$ cat config.mk
export PLATFORM = sky130hd
export DESIGN_NAME = mma_ring
export DESIGN_NICKNAME = d
export VERILOG_FILES = /design/src/mma_pkg.sv /design/src/mma_ring.sv
export SDC_FILE = /design/constraint.sdc
export NUM_CORES = 2
export LEC_CHECK = 0
export ABC_AREA = 1
export BUFFER_PORTS_ARGS = -buffer_cell sky130_fd_sc_hd__buf_2
export CAP_MARGIN = 10
export CELL_PAD_IN_SITES_DETAIL_PLACEMENT = 1
export CELL_PAD_IN_SITES_GLOBAL_PLACEMENT = 1
export CORE_MARGIN = 5
export CORE_UTILIZATION = 50
export DETAILED_ROUTE_END_ITERATION = 7
export PLACE_DENSITY_LB_ADDON = 0.1
export SLEW_MARGIN = 20
export SYNTH_ARGS = -nofsm -noshare
export SYNTH_HDL_FRONTEND = slang
export SYNTH_SLANG_ARGS = --single-unit
$ cat constraint.sdc
create_clock -name clk -period 3.6 [get_ports clk]
set_input_delay 0.54 -clock clk [delete_from_list [all_inputs] [get_ports clk]]
set_output_delay 0.54 -clock clk [all_outputs]
set_load 0.05 [all_outputs]
$ cat src/mma_pkg.sv
// Package for the multimode moving average: widths, modes, register indexes
// and the reciprocal function. No dependencies.
package mma_pkg;
    localparam int WINDOW_MAX_DEF      = 128;
    localparam int SAMPLE_BITS_DEF     = 16;
    localparam int ALPHA_FRAC_BITS_DEF = 16;
    localparam int STATE_FRAC          = 16;
    localparam int RECIP_BITS          = 24;
    localparam int CFG_IDX_BITS        = 2;
    localparam int CFG_DATA_BITS       = 32;

    localparam logic [1:0] MODE_SMA  = 2'd0;
    localparam logic [1:0] MODE_EMA  = 2'd1;
    localparam logic [1:0] MODE_DEMA = 2'd2;
    localparam logic [1:0] MODE_TEMA = 2'd3;

    localparam logic [CFG_IDX_BITS-1:0] REG_MODE   = 2'd0;
    localparam logic [CFG_IDX_BITS-1:0] REG_WINDOW = 2'd1;
    localparam logic [CFG_IDX_BITS-1:0] REG_ALPHA  = 2'd2;

    function automatic logic [RECIP_BITS:0] recip(input logic [10:0] k);
        logic [RECIP_BITS:0] r;
        r = '0;
        for (int i = 1; i <= 255; i++) begin
            if (int'(k) == i) begin
                r = (RECIP_BITS+1)'(((64'd1 << RECIP_BITS) + 64'(i / 2)) / 64'(i));
            end
        end
        return r;
    endfunction
endpackage

$ cat src/mma_ring.sv
// Window ring memory for the simple average: one write port, one registered
// read port. Depends on mma_pkg.
module mma_ring #(
    parameter int DEPTH = mma_pkg::WINDOW_MAX_DEF,
    parameter int WIDTH = 2 * mma_pkg::SAMPLE_BITS_DEF
) (
    input  logic                     clk,
    input  logic                     we,
    input  logic [$clog2(DEPTH)-1:0] waddr,
    input  logic [WIDTH-1:0]         wdata,
    input  logic [$clog2(DEPTH)-1:0] raddr,
    output logic [WIDTH-1:0]         rdata
);
    import mma_pkg::*;
    logic [WIDTH-1:0] mem [DEPTH];

    always_ff @(posedge clk)
    begin
        if (we)
        begin
            mem[waddr] <= wdata;
        end
        rdata <= mem[raddr];
    end
endmodule

==> PnR_summary.wiki <==
{| class="wikitable"
! Metric !! Value
|-
| Worst rel slew slack || 0.2117
|-
| Final period utilization || 0.8244
|-
| Die footprint || 0.3408 sq mm
|-
| Root Buffer Master || sky130_fd_sc_hd__clkbuf_16
|-
| Worst-path maximum fanout || 118
|-
| Maximum operating frequency || 336.9 MHz
|-
| Highest-delay cell along the critical path || sky130_fd_sc_hd__nand3_1
|-
| Layout cells sized above 1 || 0.1034
|-
| Post-synthesis sequential element count || 4128
|-
| Last weighted congestion value of the routability-driven placer || 0.8764
|-
| Number of antenna-violating nets in the routed design || 0
|-
| Fraction of the mapped netlist area in compound gates || 0
|-
| Global route overflow || 0
|-
| Largest net degree at the start of global routing || 129
|-
| Post-synthesis average cell area || 12.30 sq um
|-
| 1st-iter DRT viols || 13500
|-
| Count of clock tree sinks || 4128
|-
| Total nets after synthesis || 13440
|-
| Library cell occupying the most area in the post-synthesis netlist || sky130_fd_sc_hd__edfxtp_1
|-
| Worst Path Class, Setup || in2reg
|-
| Setup violations, final || 0
|-
| Final Skew || 0.06192 ns
|-
| Initial core utilization || 0.5025
|-
| Number of maximum-capacitance constraint violations || 0
|-
| Worst flop-to-flop path startpoint || mem[39][22]
|-
| Post-placement cell area || 0.1750 sq mm
|-
| Leading cell types by total area after synthesis || sky130_fd_sc_hd__edfxtp_1 75%, sky130_fd_sc_hd__nand3_1 12%, sky130_fd_sc_hd__nand2_1 9.5%, sky130_fd_sc_hd__buf_2 1.8%, sky130_fd_sc_hd__buf_4 0.39%
|-
| Main combinational cell family by area after synthesis || simple AND/OR/NAND/NOR gates
|-
| Synth warnings || 0
|-
| Mux contribution to synthesized area || 0
|-
| RSZ-0062 raised after global routing || false
|-
| Total clock buffers created by CTS || 431
|-
| Most numerous cell on the critical path || sky130_fd_sc_hd__nand3_1
|-
| Seq/Total Area, Yosys || 0.7510
|-
| Clk Latency, worst-skew pair || 1.01 ns
|-
| Synth Area in Adders || 0
|-
| Syn Std Cell Area || 0.1646 sq mm
|-
| CTS H-Tree Depth || 5
|-
| Number of search-and-repair iterations in the first detailed-routing pass || 5
|-
| Measured slew at the worst slew-check pin || 1.182 ns
|-
| Simple-gate share of the synthesized area || 0.2206
|-
| I/O pin cnt || 80
|-
| Top delay family on crit path || simple AND/OR/NAND/NOR gates
|-
| Standard-cell row count || 210
|-
| Via count || 115400
|-
| Crit-path cells || buf_12 > inv_16 > buf_4 > buf_12 > nand2_1 > nand3_1 > nand3_1 > nand3_1 > nand3_1 > nand3_1 > nand3_1 > nand2_1
|-
| Minimum clock period || 2.968 ns
|-
| Number of buffers and inverters on the critical path || 4
|-
| Setup crit start || raddr[0]
|-
| LEAKAGE || 0.06590 uW
|-
| Post-CTS Setup Inserts || 0
|-
| Max-slew violation total from the final report || 0
|-
| Worst EP required || 4.49 ns
|-
| CTS clk-pin slew, worst paths || 0.06 ns
|-
| Number of distinct library cell variants in the gate-level netlist after synthesis || 15
|-
| Final routed DRC violation total || 0
|-
| Power density of the placed cells || 554.6 mW/mm^2
|-
| Power, Total || 104800 uW
|-
| Synthesized-area fraction occupied by xor and xnor cells || 0
|-
| # port buffers || 79
|-
| Final HPWL from detailed placement || 335400 um
|-
| Aggregate routed wire length || 579200 um
|-
| Hold Path Class || in2reg
|-
| Per-cell routed wire length || 31.53 um
|-
| TritonCTS clock tree || built
|-
| Final #Nets || 13660
|-
| Global-route wire length before repair || 827600 um
|-
| Overall die height || 583.8 um
|-
| Max rail drop VDD || 583.8 uV
|-
| Vias per cell || 6.281
|-
| Aggregate global-route resource usage || 0.3336
|-
| Via count of the first global-routing pass || 118100
|-
| Worst Setup Start Kind || input pin
|-
| Cell count after synthesis || 13390
|-
| Longest Clk Path Bufs || 4
|-
| Antenna violations before repair || 41
|-
| Summed area of non-filler cells in the final layout || 0.1890 sq mm
|-
| Horizontal die dimension || 583.8 um
|-
| Hold Vio Cnt, Final || 0
|-
| Floorplan Core Area || 0.3277 sq mm
|-
| Data arrival time of the critical path || 3.86 ns
|-
| Layout Area Growth over Synthesis || 14.81%
|-
| Hold wc startpoint || wdata[15]
|-
| Delay of the slowest cell on the worst path || 0.58 ns
|-
| Element type at the critical path end || flop
|-
| Post-synth top area share || 0.7471
|-
| Run status || finished, final reports clean
|}
-- power breakdown --
group	internal (uW)	switching, uW	total (uW)
Clock	25200	19100	44300
Sequential	53100	135	53200
Combinational	1740	5610	7350
-- sequential cells by signal, indices dropped and copies added, names as in the netlist --
name	cells
mem	4096
rdata	32
-- what timing repair did --
item	4_1_cts	5_1_grt
hold endpoints to repair	82	0
hold buffers	7	0
gates resized for setup	0	0
-- stage by stage --
step	TNS [ns]	setup WS, ns	hold slack [ns]	util	cells
detailed placement	-1.484	-0.2513	0.8716	0.5340	17520
floorplan	0	0.6621	0.6389	-	13390
CTS	0	0.7317	0.03506	0.5766	18330
global placement	-1.267	-0.2174	0.8474	0.5340	17520
finish	0	0.6320	0.08331	0.5769	18370
global route	0	0.6525	0.07105	0.5768	18350
-- routing by layer --
metal | vias to the layer above | routed length, um | GRT usage
met5 | - | 56 | 0
met4 | 8 | 32540 | 0.1669
met3 | 1250 | 49350 | 0.04491
met2 | 5802 | 268700 | 0.5303
met1 | 59800 | 228500 | 0.4554
li1 | 48520 | - | -
-- cell usage after synthesis --
cell type                  count
sky130_fd_sc_hd__nor3_1        8
sky130_fd_sc_hd__buf_4        86
sky130_fd_sc_hd__buf_6        11
sky130_fd_sc_hd__dfxtp_1      32
sky130_fd_sc_hd__clkbuf_1    109
sky130_fd_sc_hd__nor2_1      134
sky130_fd_sc_hd__inv_4         2
sky130_fd_sc_hd__buf_8         1
sky130_fd_sc_hd__buf_2       602
sky130_fd_sc_hd__inv_1        20
sky130_fd_sc_hd__nand3_1    4035
sky130_fd_sc_hd__inv_2         2
sky130_fd_sc_hd__edfxtp_1   4096
sky130_fd_sc_hd__nand2_1    4151
sky130_fd_sc_hd__buf_1       100
-- cell usage in the layout (no fill, tap or decap), types with 41 or more instances in the layout --
| cell type | instances |
|---|---|
| sky130_fd_sc_hd__clkbuf_1 | 98 |
| sky130_fd_sc_hd__nand3_1 | 4035 |
| sky130_fd_sc_hd__buf_2 | 41 |
| sky130_fd_sc_hd__nand2_1 | 4143 |
| sky130_fd_sc_hd__diode_2 | 43 |
| sky130_fd_sc_hd__clkbuf_16 | 437 |
| sky130_fd_sc_hd__clkinv_1 | 92 |
| sky130_fd_sc_hd__buf_4 | 384 |
| sky130_fd_sc_hd__edfxtp_1 | 4096 |
| sky130_fd_sc_hd__clkinv_2 | 89 |
| sky130_fd_sc_hd__nor2_4 | 128 |
| sky130_fd_sc_hd__buf_12 | 265 |
-- logic make-up (layout without fill, tap and decap cells) --
family,count (synthesis),after routing
buffers and inverters,933,1524
flip-flops,4128,4128
other,0,43
AND/OR/NAND/NOR,8328,8328
-- final timing paths --
check        slack [ns]     endpoint  depth (start not counted)
max                0.63    rdata[22]                         12
min                0.08  mem[47][15]                          2
max reg2reg        1.12    rdata[22]                          8
min reg2reg        0.88    rdata[18]                          8
-- worst register-to-register path: stages, from the launching register on --
cell and delay [ns]:
sky130_fd_sc_hd__edfxtp_1 0.39, sky130_fd_sc_hd__nand2_1 0.08, sky130_fd_sc_hd__nand3_1 0.09, sky130_fd_sc_hd__nand3_1 0.16
sky130_fd_sc_hd__nand3_1 0.11, sky130_fd_sc_hd__nand3_1 0.23, sky130_fd_sc_hd__nand3_1 0.57, sky130_fd_sc_hd__nand3_1 0.61
sky130_fd_sc_hd__nand2_1 0.10
-- cell type report --
cell class | instances | area (sq um)
Antenna cell | 43 | 107.6
Clock buffer | 546 | 11450
Clock inverter | 253 | 2419
Fill cell | 32270 | 138600
Inverter | 24 | 142.6
Multi-Input combinational cell | 8328 | 37300
Sequential cell | 4128 | 123600
Tap cell | 4346 | 5438
Timing Repair Buffer | 701 | 8519
Power figures use the tool's default switching activity.
